**src/rtl/assert_macros.svh**
```systemverilog
// ----------------------------------------------------------------------------
// assert_macros.svh
// Shared concurrent assertion macros, clocked on clk and disabled in reset
// ----------------------------------------------------------------------------
`ifndef ASSERT_MACROS_SVH
`define ASSERT_MACROS_SVH

// property sampled at every rising edge of clk, off while rst_n is low
`define ASSERT_CLK(label, prop, msg) \
    label: assert property (@(posedge clk) disable iff (!rst_n) (prop)) \
        else $error(msg);

// implication checked in the next cycle
`define ASSERT_NEXT(label, cond, prop, msg) \
    label: assert property (@(posedge clk) disable iff (!rst_n) \
        (cond) |=> (prop)) else $error(msg);

`endif

```
**src/rtl/ham_pkg.sv**
```systemverilog
// ----------------------------------------------------------------------------
// ham_pkg
// Types, codes and constant helpers shared by the Hamming encode/check block
// ----------------------------------------------------------------------------
`timescale 1ns / 1ps

package ham_pkg;

    // fixed field widths
    localparam int DATA_W = 26;
    localparam int CODE_W = 32;
    localparam int CFG_W  = 5;

    // request codes
    localparam logic REQ_ENCODE = 1'b0;
    localparam logic REQ_CHECK  = 1'b1;

    // register indexes
    localparam logic CFG_DATA_LENGTH = 1'b0;
    localparam logic CFG_ODD_PARITY  = 1'b1;

    // smallest data length honored
    localparam int MIN_DATA_BITS = 3;

    // control that travels with each beat between stages
    typedef struct packed {
        logic       valid;
        logic       is_check;
        logic       odd;
        logic [2:0] r;
    } ham_ctl_t;

    // smallest r with 2^r >= d + r + 1
    function automatic int calc_check_bits(int d);
        int r;
        r = 0;
        while (r < 7 && (1 << r) < d + r + 1)
            r = r + 1;
        return r;
    endfunction

    // floor of log2 for a positive value
    function automatic int flog2(int p);
        int v;
        int l;
        v = p;
        l = 0;
        while (v > 1)
        begin
            v = v >> 1;
            l = l + 1;
        end
        return l;
    endfunction

endpackage

```
**src/rtl/ham_scatter.sv**
```systemverilog
// ----------------------------------------------------------------------------
// ham_scatter
// First stage: places data bits or received bits onto codeword positions
// and masks off positions beyond the configured codeword length
// ----------------------------------------------------------------------------
`timescale 1ns / 1ps

module ham_scatter #(
    parameter int MAX_DATA_BITS = 26
) (
    input  logic                         clk,
    input  logic                         rst_n,
    input  logic                         en,
    input  logic                         in_valid,
    input  logic                         req_type,
    input  logic [ham_pkg::DATA_W-1:0]   data_word,
    input  logic [ham_pkg::CODE_W-1:0]   received_code,
    input  logic [ham_pkg::CFG_W-1:0]    data_length,
    input  logic                         odd_parity,
    output ham_pkg::ham_ctl_t            ctl,
    output logic [MAX_DATA_BITS + ham_pkg::calc_check_bits(MAX_DATA_BITS) - 1:0] cw
);
    import ham_pkg::*;

    localparam int NPOS = MAX_DATA_BITS + calc_check_bits(MAX_DATA_BITS);
    localparam int DW   = $clog2(MAX_DATA_BITS + 1);

    logic [DW-1:0]   d_eff;
    logic [2:0]      r_cur;
    logic [7:0]      n_cur;
    logic [NPOS-1:0] pos_mask;
    logic [NPOS-1:0] enc_bits;
    logic [NPOS-1:0] chk_bits;
    logic [NPOS-1:0] cw_next;
    ham_ctl_t        ctl_next;
    ham_ctl_t        ctl_reg;
    logic [NPOS-1:0] cw_reg;

    // clamp the configured length into the supported range
    always_comb
    begin
        if (data_length < CFG_W'(MIN_DATA_BITS))
            d_eff = DW'(MIN_DATA_BITS);
        else if (32'(data_length) > 32'(MAX_DATA_BITS))
            d_eff = DW'(MAX_DATA_BITS);
        else
            d_eff = DW'(data_length);
    end

    // number of check bits, at most seven short steps
    always_comb
    begin
        r_cur = 3'd0;
        for (int i = 0; i < 7; i++)
        begin
            if ((8'd1 << r_cur) < (8'(d_eff) + 8'(r_cur) + 8'd1))
                r_cur = r_cur + 3'd1;
        end
        n_cur = 8'(d_eff) + 8'(r_cur);
    end

    // fixed scatter map and length mask per position
    for (genvar i = 0; i < NPOS; i++)
    begin : g_pos
        localparam int P = i + 1;
        localparam int J = P - 2 - flog2(P);

        assign pos_mask[i] = (8'(P) <= n_cur);

        if ((P & (P - 1)) == 0)
        begin : g_check_pos
            assign enc_bits[i] = 1'b0;
        end
        else if (J < DATA_W)
        begin : g_data_pos
            assign enc_bits[i] = data_word[J];
        end
        else
        begin : g_no_data
            assign enc_bits[i] = 1'b0;
        end

        if (i < CODE_W)
        begin : g_rx
            assign chk_bits[i] = received_code[i];
        end
        else
        begin : g_no_rx
            assign chk_bits[i] = 1'b0;
        end
    end

    // select by request type
    always_comb
    begin
        cw_next           = ((req_type == REQ_CHECK) ? chk_bits : enc_bits) & pos_mask;
        ctl_next.valid    = in_valid;
        ctl_next.is_check = (req_type == REQ_CHECK);
        ctl_next.odd      = odd_parity;
        ctl_next.r        = r_cur;
    end

    // stage register, control reset only
    always_ff @(posedge clk or negedge rst_n)
    begin
        if (!rst_n)
            ctl_reg <= '0;
        else if (en)
            ctl_reg <= ctl_next;
    end

    always_ff @(posedge clk)
    begin
        if (en)
            cw_reg <= cw_next;
    end

    assign ctl = ctl_reg;
    assign cw  = cw_reg;

endmodule

```
**src/rtl/ham_parity.sv**
```systemverilog
// ----------------------------------------------------------------------------
// ham_parity
// Second stage: XOR tree per parity group over the masked codeword
// ----------------------------------------------------------------------------
`timescale 1ns / 1ps

module ham_parity #(
    parameter int MAX_DATA_BITS = 26
) (
    input  logic                clk,
    input  logic                rst_n,
    input  logic                en,
    input  ham_pkg::ham_ctl_t   ctl_in,
    input  logic [MAX_DATA_BITS + ham_pkg::calc_check_bits(MAX_DATA_BITS) - 1:0] cw_in,
    output ham_pkg::ham_ctl_t   ctl,
    output logic [MAX_DATA_BITS + ham_pkg::calc_check_bits(MAX_DATA_BITS) - 1:0] cw,
    output logic [ham_pkg::calc_check_bits(MAX_DATA_BITS)-1:0] grp
);
    import ham_pkg::*;

    localparam int RMAX = calc_check_bits(MAX_DATA_BITS);
    localparam int NPOS = MAX_DATA_BITS + RMAX;

    logic [NPOS-1:0] grp_mask [RMAX];
    logic [RMAX-1:0] grp_next;
    ham_ctl_t        ctl_reg;
    logic [NPOS-1:0] cw_reg;
    logic [RMAX-1:0] grp_reg;

    // group k covers positions whose one-based number (i + 1) has bit k set
    for (genvar k = 0; k < RMAX; k++)
    begin : g_grp
        for (genvar i = 0; i < NPOS; i++)
        begin : g_bit
            assign grp_mask[k][i] = (((i + 1) >> k) & 1) != 0;
        end
        assign grp_next[k] = ^(cw_in & grp_mask[k]);
    end

    // stage register, control reset only
    always_ff @(posedge clk or negedge rst_n)
    begin
        if (!rst_n)
            ctl_reg <= '0;
        else if (en)
            ctl_reg <= ctl_in;
    end

    always_ff @(posedge clk)
    begin
        if (en)
        begin
            cw_reg  <= cw_in;
            grp_reg <= grp_next;
        end
    end

    assign ctl = ctl_reg;
    assign cw  = cw_reg;
    assign grp = grp_reg;

endmodule

```
**src/rtl/ham_merge.sv**
```systemverilog
// ----------------------------------------------------------------------------
// ham_merge
// Third stage: inserts check bits for encode, reduces group errors for check,
// and holds the output register
// ----------------------------------------------------------------------------
`timescale 1ns / 1ps

module ham_merge #(
    parameter int MAX_DATA_BITS = 26
) (
    input  logic                clk,
    input  logic                rst_n,
    input  logic                en,
    input  ham_pkg::ham_ctl_t   ctl_in,
    input  logic [MAX_DATA_BITS + ham_pkg::calc_check_bits(MAX_DATA_BITS) - 1:0] cw_in,
    input  logic [ham_pkg::calc_check_bits(MAX_DATA_BITS)-1:0] grp_in,
    output logic                out_valid,
    output logic [ham_pkg::CODE_W-1:0] code_word,
    output logic                error_found
);
    import ham_pkg::*;

    localparam int RMAX = calc_check_bits(MAX_DATA_BITS);
    localparam int NPOS = MAX_DATA_BITS + RMAX;

    logic [NPOS-1:0]   full_cw;
    logic [CODE_W-1:0] full_cw32;
    logic [RMAX-1:0]   act;
    logic              err;
    logic              out_valid_reg;
    logic [CODE_W-1:0] code_word_reg;
    logic              error_found_reg;

    // groups in use for this length
    for (genvar k = 0; k < RMAX; k++)
    begin : g_act
        assign act[k] = (ctl_in.r > 3'(k));
    end

    // check bit goes into each power-of-two position
    for (genvar i = 0; i < NPOS; i++)
    begin : g_full
        localparam int P = i + 1;
        if ((P & (P - 1)) == 0)
        begin : g_chk
            assign full_cw[i] = cw_in[i] |
                (act[flog2(P)] & (grp_in[flog2(P)] ^ ctl_in.odd));
        end
        else
        begin : g_dat
            assign full_cw[i] = cw_in[i];
        end
    end

    // fit to the output width
    for (genvar i = 0; i < CODE_W; i++)
    begin : g_out
        if (i < NPOS)
        begin : g_in
            assign full_cw32[i] = full_cw[i];
        end
        else
        begin : g_pad
            assign full_cw32[i] = 1'b0;
        end
    end

    // any active group off its expected parity
    assign err = |((grp_in ^ {RMAX{ctl_in.odd}}) & act);

    // output register
    always_ff @(posedge clk or negedge rst_n)
    begin
        if (!rst_n)
            out_valid_reg <= 1'b0;
        else if (en)
            out_valid_reg <= ctl_in.valid;
    end

    always_ff @(posedge clk)
    begin
        if (en)
        begin
            code_word_reg   <= ctl_in.is_check ? '0 : full_cw32;
            error_found_reg <= ctl_in.is_check & err;
        end
    end

    assign out_valid   = out_valid_reg;
    assign code_word   = code_word_reg;
    assign error_found = error_found_reg;

endmodule

```
**src/rtl/hamming_code_encode_check.sv**
```systemverilog
// An accepted input beat passes the scatter, parity and merge registers in turn.
// Throughput: one beat per cycle; a stalled output holds the whole pipeline.
// The rate is set by the three-stage scatter, parity-tree and merge pipeline.
// Reset: rst_n clears all valid bits, data_length to 4 and odd_parity to 0.
// ----------------------------------------------------------------------------
// hamming_code_encode_check
// Hamming encoder and checker with configurable data length and parity sense
// ----------------------------------------------------------------------------
`timescale 1ns / 1ps
`include "assert_macros.svh"

module hamming_code_encode_check #(
    parameter int MAX_DATA_BITS = 26
) (
    input  logic                        clk,
    input  logic                        rst_n,
    input  logic                        cfg_we,
    input  logic                        cfg_index,
    input  logic [ham_pkg::CFG_W-1:0]   cfg_data,
    input  logic                        in_valid,
    output logic                        in_ready,
    input  logic                        req_type,
    input  logic [ham_pkg::DATA_W-1:0]  data_word,
    input  logic [ham_pkg::CODE_W-1:0]  received_code,
    output logic                        out_valid,
    input  logic                        out_ready,
    output logic [ham_pkg::CODE_W-1:0]  code_word,
    output logic                        error_found
);
    import ham_pkg::*;

    localparam int RMAX = calc_check_bits(MAX_DATA_BITS);
    localparam int NPOS = MAX_DATA_BITS + RMAX;

    logic [CFG_W-1:0] data_length_reg;
    logic             odd_parity_reg;
    logic             pipe_en;
    ham_ctl_t         s1_ctl;
    ham_ctl_t         s2_ctl;
    logic [NPOS-1:0]  s1_cw;
    logic [NPOS-1:0]  s2_cw;
    logic [RMAX-1:0]  s2_grp;

    // configuration registers
    always_ff @(posedge clk or negedge rst_n)
    begin
        if (!rst_n)
        begin
            data_length_reg <= CFG_W'(4);
            odd_parity_reg  <= 1'b0;
        end
        else if (cfg_we)
        begin
            case (cfg_index)
                CFG_DATA_LENGTH: data_length_reg <= cfg_data;
                CFG_ODD_PARITY:  odd_parity_reg  <= cfg_data[0];
                default: ;
            endcase
        end
    end

    // pipeline advances unless the output beat is stuck
    assign pipe_en  = !out_valid || out_ready;
    assign in_ready = pipe_en;

    ham_scatter #(
        .MAX_DATA_BITS (MAX_DATA_BITS)
    ) u_scatter (
        .clk           (clk),
        .rst_n         (rst_n),
        .en            (pipe_en),
        .in_valid      (in_valid),
        .req_type      (req_type),
        .data_word     (data_word),
        .received_code (received_code),
        .data_length   (data_length_reg),
        .odd_parity    (odd_parity_reg),
        .ctl           (s1_ctl),
        .cw            (s1_cw)
    );

    ham_parity #(
        .MAX_DATA_BITS (MAX_DATA_BITS)
    ) u_parity (
        .clk    (clk),
        .rst_n  (rst_n),
        .en     (pipe_en),
        .ctl_in (s1_ctl),
        .cw_in  (s1_cw),
        .ctl    (s2_ctl),
        .cw     (s2_cw),
        .grp    (s2_grp)
    );

    ham_merge #(
        .MAX_DATA_BITS (MAX_DATA_BITS)
    ) u_merge (
        .clk         (clk),
        .rst_n       (rst_n),
        .en          (pipe_en),
        .ctl_in      (s2_ctl),
        .cw_in       (s2_cw),
        .grp_in      (s2_grp),
        .out_valid   (out_valid),
        .code_word   (code_word),
        .error_found (error_found)
    );

    // a valid beat moves one stage per enabled cycle
    `ASSERT_NEXT(a_s1_to_s2, s1_ctl.valid && pipe_en, s2_ctl.valid, "stage 1 beat lost")
    `ASSERT_NEXT(a_s2_to_out, s2_ctl.valid && pipe_en, out_valid, "stage 2 beat lost")
    // a check result never carries a codeword
    `ASSERT_CLK(a_err_no_code, !(out_valid && error_found) || code_word == '0, "check with code")

endmodule
```
**config.mk**
```make
export PLATFORM = sky130hd
export DESIGN_NAME = hamming_code_encode_check
export DESIGN_NICKNAME = d
export VERILOG_FILES = /design/src/rtl/ham_pkg.sv /design/src/rtl/ham_scatter.sv /design/src/rtl/ham_parity.sv /design/src/rtl/ham_merge.sv /design/src/rtl/hamming_code_encode_check.sv
export VERILOG_INCLUDE_DIRS = /design/src /design/src/rtl
export SDC_FILE = /design/constraint.sdc
export NUM_CORES = 1
export LEC_CHECK = 0
export BUFFER_PORTS_ARGS = -buffer_cell sky130_fd_sc_hd__buf_2
export CORE_MARGIN = 1.5
export CORE_UTILIZATION = 40
export DETAILED_ROUTE_END_ITERATION = 10
export SYNTH_ARGS = -nofsm -noshare
export SYNTH_HDL_FRONTEND = slang
export SYNTH_HIERARCHICAL = 1
export SYNTH_SLANG_ARGS = --single-unit
export TNS_END_PERCENT = 50
```
**constraint.sdc**
```tcl
create_clock -name clk -period 23.8 [get_ports clk]
set_input_delay 0 -clock clk [delete_from_list [all_inputs] [get_ports clk]]
set_output_delay 0 -clock clk [all_outputs]
set_load 0.005 [all_outputs]
```
After elaboration in Yosys (flattened, before gate mapping):

Cells that the tools add are included.

* memory bits (read-only): 0
* latch bits: 0
* output and inout port bits: 35
* logic and storage cells: 128
* flip-flop bits (word level): 119
* memory bits (writable): 0
* input port bits: 70
* memories: 0

* order comparisons: 45
* equal/unequal tests: 0
* muxes and demuxes: 10
* bitwise logic cells: 20
* add/subtract/negate cells: 20
* divide/modulo/power cells: 0
* reductions and logical operators: 10
* $mul: 0
* shift operators: 6

Operators by type and width (count)
* XOR reduction 31 bit: 5
* <= comparator 5 x 8 -> 1 bit (first input constant): 16
* <= comparator 4 x 8 -> 1 bit (first input constant): 8
* adder 8 x 1 -> 8 bit (second input constant): 6
* less-than comparator 8 bit: 6
* << shifter 1 x 3 -> 8 bit (first input constant): 5
* adder 5 x 3 -> 6 bit: 6
* <= comparator 3 x 8 -> 1 bit (first input constant): 4
* bitwise AND 31 bit: 1
* 2-to-1 mux 31 bit: 1
* 2-to-1 mux 3 bit: 6
* <= comparator 2 x 8 -> 1 bit (first input constant): 2
* adder 3 x 1 -> 3 bit (second input constant): 5
* 2-to-1 mux 5 bit: 2
* <= comparator 1 x 8 -> 1 bit (first input constant): 1
* less-than comparator 1 x 8 -> 1 bit (first input constant): 1
* << shifter 1 x 1 -> 8 bit (first input constant): 1
* adder 5 x 1 -> 6 bit: 1
* adder 5 x 1 -> 6 bit (second input constant): 1
* bitwise AND 1 bit: 6
* greater-than comparator 3 x 1 -> 1 bit (second input constant): 2
* greater-than comparator 3 x 2 -> 1 bit (second input constant): 2
* bitwise AND 5 bit: 1
* greater-than comparator 5 bit (second input constant): 1
* 12 further kinds: 21

Depth between registers and ports, before layout:

* depth after elaboration: 33
* depth in mapped cells: 84
* mapped depth without buffers: 81

Modules after synthesis:

Netlist, hierarchy kept.

By module, submodules not included
* ham_scatter: times used 1, cells an instance 521, sequential area each 1081.0 µm², area an instance 4665.7 µm²
* ham_parity: times used 1, cells an instance 98, sequential area each 1231.2 µm², area an instance 1773.0 µm²
* ham_merge: times used 1, cells an instance 95, sequential area each 985.9 µm², area an instance 1371.3 µm²
* hamming_code_encode_check: times used 1, cells an instance 15, sequential area each 151.4 µm², area an instance 242.7 µm²

Worst setup path after synthesis:

OpenSTA, ideal clock, no wires.

* path type: register to register
* start: register data_length_reg[2]
* end: register u_scatter.cw_reg[4], in the netlist u_scatter/cw[4], data pin
* path slack: 7284 ps
* data required time: 23630 ps
* arrival time: 16346 ps
* period minus slack after synthesis: 16516 ps
* cell stages (with the launch flop): 78
* buffers on the path: 3
* library setup time: 170 ps
* cell sequence: dfstp_2 -> clkbuf_1 -> nor3_1 -> nor3_1 -> inv_1 -> ha_1 -> xor2_1 -> or4_1 -> ha_1 -> ha_1 -> nor2b_1 -> o21ai_0 -> mux2i_1 -> ha_1 -> inv_1 -> a21oi_1 -> o21ai_0 -> xnor2_1 -> [42 not listed] -> nand2b_1 -> xnor2_1 -> ha_1 -> a2111oi_0 -> a211oi_1 -> o21ai_0 -> nand4_1 -> xnor2_1 -> ha_1 -> fa_1 -> clkinv_1 -> nor2_1 -> nor2_1 -> o2111ai_1 -> o211ai_4 -> nand2_1 -> o211a_1 -> o32ai_2

* cells in the longest elaborated chain, start to end: 33
* elaborated cells between the ends (all ways): 46
* classes of those cells: add/sub: 20; order compare: 10; shift: 6; mux: 9; bitwise: 1

Ends and longest elaborated chain
* start, declared: RTL line hamming_code_encode_check.sv:35 `logic [CFG_W-1:0] data_length_reg;`
* start signal, assigned: RTL line hamming_code_encode_check.sv:55 `CFG_DATA_LENGTH: data_length_reg <= cfg_data;`
* greater-than comparator 5 bit: RTL line ham_scatter.sv:44 `else if (32'(data_length) > 32'(MAX_DATA_BITS))`
* 2-to-1 mux 5 bit: RTL line ham_scatter.sv:44
* 2-to-1 mux 5 bit (*): RTL line ham_scatter.sv:42 `if (data_length < CFG_W'(MIN_DATA_BITS))`
* adder 5 x 1 -> 6 bit: RTL line ham_scatter.sv:56 `if ((8'd1 << r_cur) < (8'(d_eff) + 8'(r_cur) + 8'd1))`
* less-than comparator 1 x 8 -> 1 bit: RTL line ham_scatter.sv:56
* 2-to-1 mux 1 bit: RTL line ham_scatter.sv:56
* adder 5 x 1 -> 6 bit: RTL line ham_scatter.sv:56
* adder 8 x 1 -> 8 bit: RTL line ham_scatter.sv:56
* [19 not listed]
* adder 8 x 1 -> 8 bit: RTL line ham_scatter.sv:56
* less-than comparator 8 bit: RTL line ham_scatter.sv:56
* 2-to-1 mux 3 bit (*): RTL line ham_scatter.sv:56
* net u_scatter.r_cur[0]: RTL line ham_scatter.sv:29 `logic [2:0] r_cur;`
* adder 5 x 3 -> 6 bit (*): RTL line ham_scatter.sv:59 `n_cur = 8'(d_eff) + 8'(r_cur);`
* <= comparator 3 x 8 -> 1 bit (*): RTL line ham_scatter.sv:68 `assign pos_mask[i] = (8'(P) <= n_cur);`
* bitwise AND 31 bit (*): RTL line ham_scatter.sv:96 `cw_next = ((req_type == REQ_CHECK) ? chk_bits : enc_bits) & pos_mask;`
* net u_scatter.cw_next[4]: RTL line ham_scatter.sv:34 `logic [NPOS-1:0] cw_next;`
* end signal, assigned: RTL line ham_scatter.sv:115 `cw_reg <= cw_next;`
* end, declared: RTL line ham_scatter.sv:37 `logic [NPOS-1:0] cw_reg;`

The timed path passes the listed nets; every way through them passes the cells marked *.
A chain may end at the register's enable or synchronous reset.

Worst setup path in the final report:

* start: register data_length_reg[4]
* end: register u_scatter.cw_reg[8], in the netlist u_scatter/cw[8], data pin

* cells in the longest elaborated chain, start to end: 33
* elaborated cells between the ends (all ways): 46
* classes of those cells: add/sub: 20; order compare: 10; shift: 6; mux: 9; bitwise: 1

Ends and longest elaborated chain (RTL line)
* greater-than comparator 5 bit: ham_scatter.sv:44
* 2-to-1 mux 5 bit: ham_scatter.sv:44
* 2-to-1 mux 5 bit (*): ham_scatter.sv:42
* adder 5 x 1 -> 6 bit: ham_scatter.sv:56
* less-than comparator 1 x 8 -> 1 bit: ham_scatter.sv:56
* 2-to-1 mux 1 bit: ham_scatter.sv:56
* adder 5 x 1 -> 6 bit: ham_scatter.sv:56
* adder 8 x 1 -> 8 bit: ham_scatter.sv:56
* [19 not listed]
* adder 8 x 1 -> 8 bit: ham_scatter.sv:56
* less-than comparator 8 bit: ham_scatter.sv:56
* 2-to-1 mux 3 bit (*): ham_scatter.sv:56
* net u_scatter.r_cur[0]: ham_scatter.sv:29
* adder 5 x 3 -> 6 bit (*): ham_scatter.sv:59
* <= comparator 4 x 8 -> 1 bit (*): ham_scatter.sv:68
* bitwise AND 31 bit (*): ham_scatter.sv:96
* net u_scatter.cw_next[8]: ham_scatter.sv:34

Marked as above.

==> flow_metrics.env <==
export IMPL_rows=51
export IMPL_r2r_start="data_length_reg[4]"
export IMPL_core_area_um2=19600
export IMPL_vias_per_cell=5.27
export IMPL_final_hold_violation_count=0
export IMPL_antenna_found_initial=0
export IMPL_dr_pass1_iters=5
export IMPL_syn_cell_area_um2=8050
export IMPL_clk_latency_ns=0.42
export IMPL_fin_crit_ns=19.57
export IMPL_grt_pass1_wl_um=29800
export IMPL_grt_overflow_total=0
export IMPL_die_h_um=145
export IMPL_cts_sinks=118
export IMPL_start_kind="flop"
export IMPL_diodes=0
export IMPL_worst_slew_pin_slew_ns=1.06
export IMPL_die_area_um2=21000
export IMPL_track_usage_pct=18.9
export IMPL_worstSetupEndpointType="flop"
export IMPL_start_util_pct=41.1
export IMPL_clk_pin_slew_ns=0.06
export IMPL_path_common_cell="ha_1"
export IMPL_cts_buffers=17
export IMPL_fillCellCount=1786
export IMPL_synth_edf_count=99
export IMPL_status="completed"
export IMPL_cp_arrival_ns=19.73
export IMPL_via_count=6009
export IMPL_async_flop_share_pct=16.1
export IMPL_multi_input_comb_area_um2=4350
export IMPL_slew_violations=0
export IMPL_drv_cap=0
export IMPL_drt_iter0_drc=446
export IMPL_cts_htree_levels=4
export IMPL_gp_congestion=0.851
export IMPL_drcViolationCount=0
export IMPL_max_slew_margin_rel_pct=29.4
export IMPL_min_path_type="input pin to flop"
export IMPL_min_from="data_word[8]"
export IMPL_synth_cell_types=81
export IMPL_port_buffers=102
export IMPL_yosysSeqAreaShare_pct=42.8
export IMPL_regArea_um2=3450
export IMPL_cts_tree="yes"
export IMPL_cp_slowest_cell="dfrtp_1"
export IMPL_crit_fanout=20
export IMPL_detail_route_antenna_nets=0
export IMPL_fin_nets=1004
export IMPL_max_freq_ghz=0.0511
export IMPL_synth_warnings=6
export IMPL_wl_per_cell_um=16.6
export IMPL_grt_pass1_vias=5752
export IMPL_synth_avg_cell_area_um2=11.0
export IMPL_crit_required_ns=23.96
export IMPL_wl_um=18900
export IMPL_areaGrowthSynthToFinish_pct=21.3
export IMPL_worstSetupPathType="flop to flop"
export IMPL_clockRootBuffer="clkbuf_16"
export IMPL_syn_instance_count=729
export IMPL_die_w_um=145
export IMPL_startpoint="data_length_reg[4]"
export IMPL_finalCritPeriodShare_pct=82.2
export IMPL_fin_setup_tns_ns=0
export IMPL_hpwlAfterDp_um=13800
export IMPL_drive_above_1_share_pct=20.8
export IMPL_rsz0062_at_grt="no"
export IMPL_grt_max_degree=66
export IMPL_yosys_most_used_dff="edfxtp_1"
export IMPL_setup_viol=0
export IMPL_cts_resized=0
export IMPL_synth_seq_cells=118
export IMPL_final_setup_skew_ns=0.0119
export IMPL_post_cts_buffers=0
export IMPL_clockBufferDepth=2
export IMPL_ios=105
export IMPL_max_stage_delay_ns=0.84
[cell usage after synthesis, types with 3 or more instances]
| library cell | count | area (µm²) |
|---|---|---|
| or2_2 | 3 | 18.8 |
| xnor2_1 | 50 | 438 |
| xnor3_1 | 3 | 67.6 |
| clkbuf_1 | 21 | 78.8 |
| a311oi_1 | 3 | 26.3 |
| nor3_1 | 8 | 40.0 |
| xor2_1 | 19 | 166 |
| nand4_1 | 6 | 37.5 |
| mux2i_1 | 28 | 280 |
| nor4_1 | 3 | 18.8 |
| a211oi_1 | 15 | 113 |
| edfxtp_1 | 99 | 2970 |
| mux2_2 | 22 | 248 |
| dfrtp_1 | 18 | 450 |
| o2111ai_1 | 7 | 61.3 |
| nor2b_1 | 35 | 219 |
| o31ai_1 | 3 | 22.5 |
| and3_1 | 7 | 43.8 |
| a21oi_1 | 34 | 170 |
| ha_1 | 66 | 826 |
| a21o_1 | 6 | 45.0 |
| and2_1 | 16 | 100 |
| buf_4 | 3 | 22.5 |
| nand2b_1 | 10 | 62.6 |
| buf_2 | 3 | 15.0 |
| a221o_1 | 6 | 60.1 |
| o211ai_1 | 9 | 67.6 |
| nand3_1 | 13 | 65.1 |
| o21ai_0 | 25 | 125 |
| a31oi_1 | 7 | 43.8 |
| conb_1 | 3 | 11.3 |
| inv_1 | 30 | 113 |
| o21a_1 | 3 | 22.5 |
| fa_1 | 5 | 100 |
| o22ai_1 | 5 | 31.3 |
| nand2_1 | 42 | 158 |
| nor2_1 | 35 | 131 |
[through the flow]
step / hold WS, ns / area, µm² / worst slack [ns] / utilization (%) / instances
after floorplan: -0.296 / 8060 / 7.28 / - / 731
after global placement: -0.0424 / 8800 / 4.51 / 44.9 / 1073
after detailed placement: -0.0337 / 8800 / 4.48 / 44.9 / 1073
after CTS: 0.00165 / 9760 / 4.40 / 49.8 / 1141
after global routing: 0.0293 / 9760 / 2.54 / 49.8 / 1141
final: 0.0226 / 9760 / 4.23 / 49.8 / 1141
[final cells by class]
type,count,share of cell area [%]
clock inverter,15,1.82
inverter,32,1.28
tap,265,3.40
clock buffer,17,4.36
multi-input combinational,552,44.6
sequential,118,35.3
timing repair buffer,142,9.23
[cell families after synthesis]
kind of cell	after synthesis	synth area share (%)
AOI/OAI and AO/OA	161	14.7
xor gates and xnor gates	72	8.34
adders and majority gates	71	11.5
buffers and inverters	61	3.28
DFF	118	42.8
muxes	51	6.70
other	3	0.140
and+or+nand+nor	192	12.5
[worst max-delay path: cells and delay by family (launching register included)]
kind                       cells  cell delay [ns]
and+or+nand+nor               15             2.93
adders and majority gates     16             4.75
xor gates and xnor gates       7             1.41
buffers and inverters          7             1.44
DFF                            1             0.84
AOI/OAI and AO/OA             27             7.24
muxes                          2             0.67
[metal layers]
metal | track usage [%] | vias to the layer above | wire [µm]
li1 | - | 2971 | -
met1 | 25.9 | 2856 | 9040
met2 | 30.3 | 168 | 8790
met3 | 3.95 | 14 | 893
met4 | 4.94 | 0 | 176
met5 | 0 | - | 0
[path summary, 6_finish.rpt]
| check | slack (ns) | depth (start not counted) | end |
|---|---|---|---|
| min in group asynchronous | 0.06 | 2 | u_parity/ctl[4] |
| min reg2reg | 0.47 | 0 | u_parity/cw[7] |
| max in group asynchronous | 23.41 | 2 | data_length_reg[2] |
| max reg2reg | 4.23 | 74 | u_scatter/cw[8] |
| min | 0.02 | 3 | u_scatter/cw[12] |
| max | 4.23 | 74 | u_scatter/cw[8] |
[placed cells by master, fill, tap and decap left out, drive strengths merged, types with 7 or more instances in the layout]
master | netlist | routed
a21oi | 35 | 35
o211ai | 11 | 11
a31oi | 7 | 7
clkbuf | 21 | 17
mux2i | 28 | 28
and3 | 7 | 7
and2 | 16 | 16
xor2 | 19 | 19
dlygate4sd3 | 0 | 36
nand3 | 13 | 13
ha | 66 | 66
mux2 | 23 | 23
nor2b | 36 | 36
a211oi | 16 | 16
o2111ai | 7 | 7
o21ai | 28 | 28
edfxtp | 99 | 99
nand2 | 44 | 44
buf | 8 | 106
nor2 | 36 | 36
xnor2 | 50 | 50
dfrtp | 18 | 18
inv | 30 | 33
nand2b | 10 | 10
nor3 | 8 | 8
[repair_timing]
| action | CTS | global route |
|---|---|---|
| hold buffers | 36 | 0 |
| endpoints found under the setup margin | 0 | 0 |
| endpoints found under the hold margin | 40 | 0 |
Power is not shown: default switching activity piles up to over one toggle a cycle in this logic, so the estimate is an artifact.
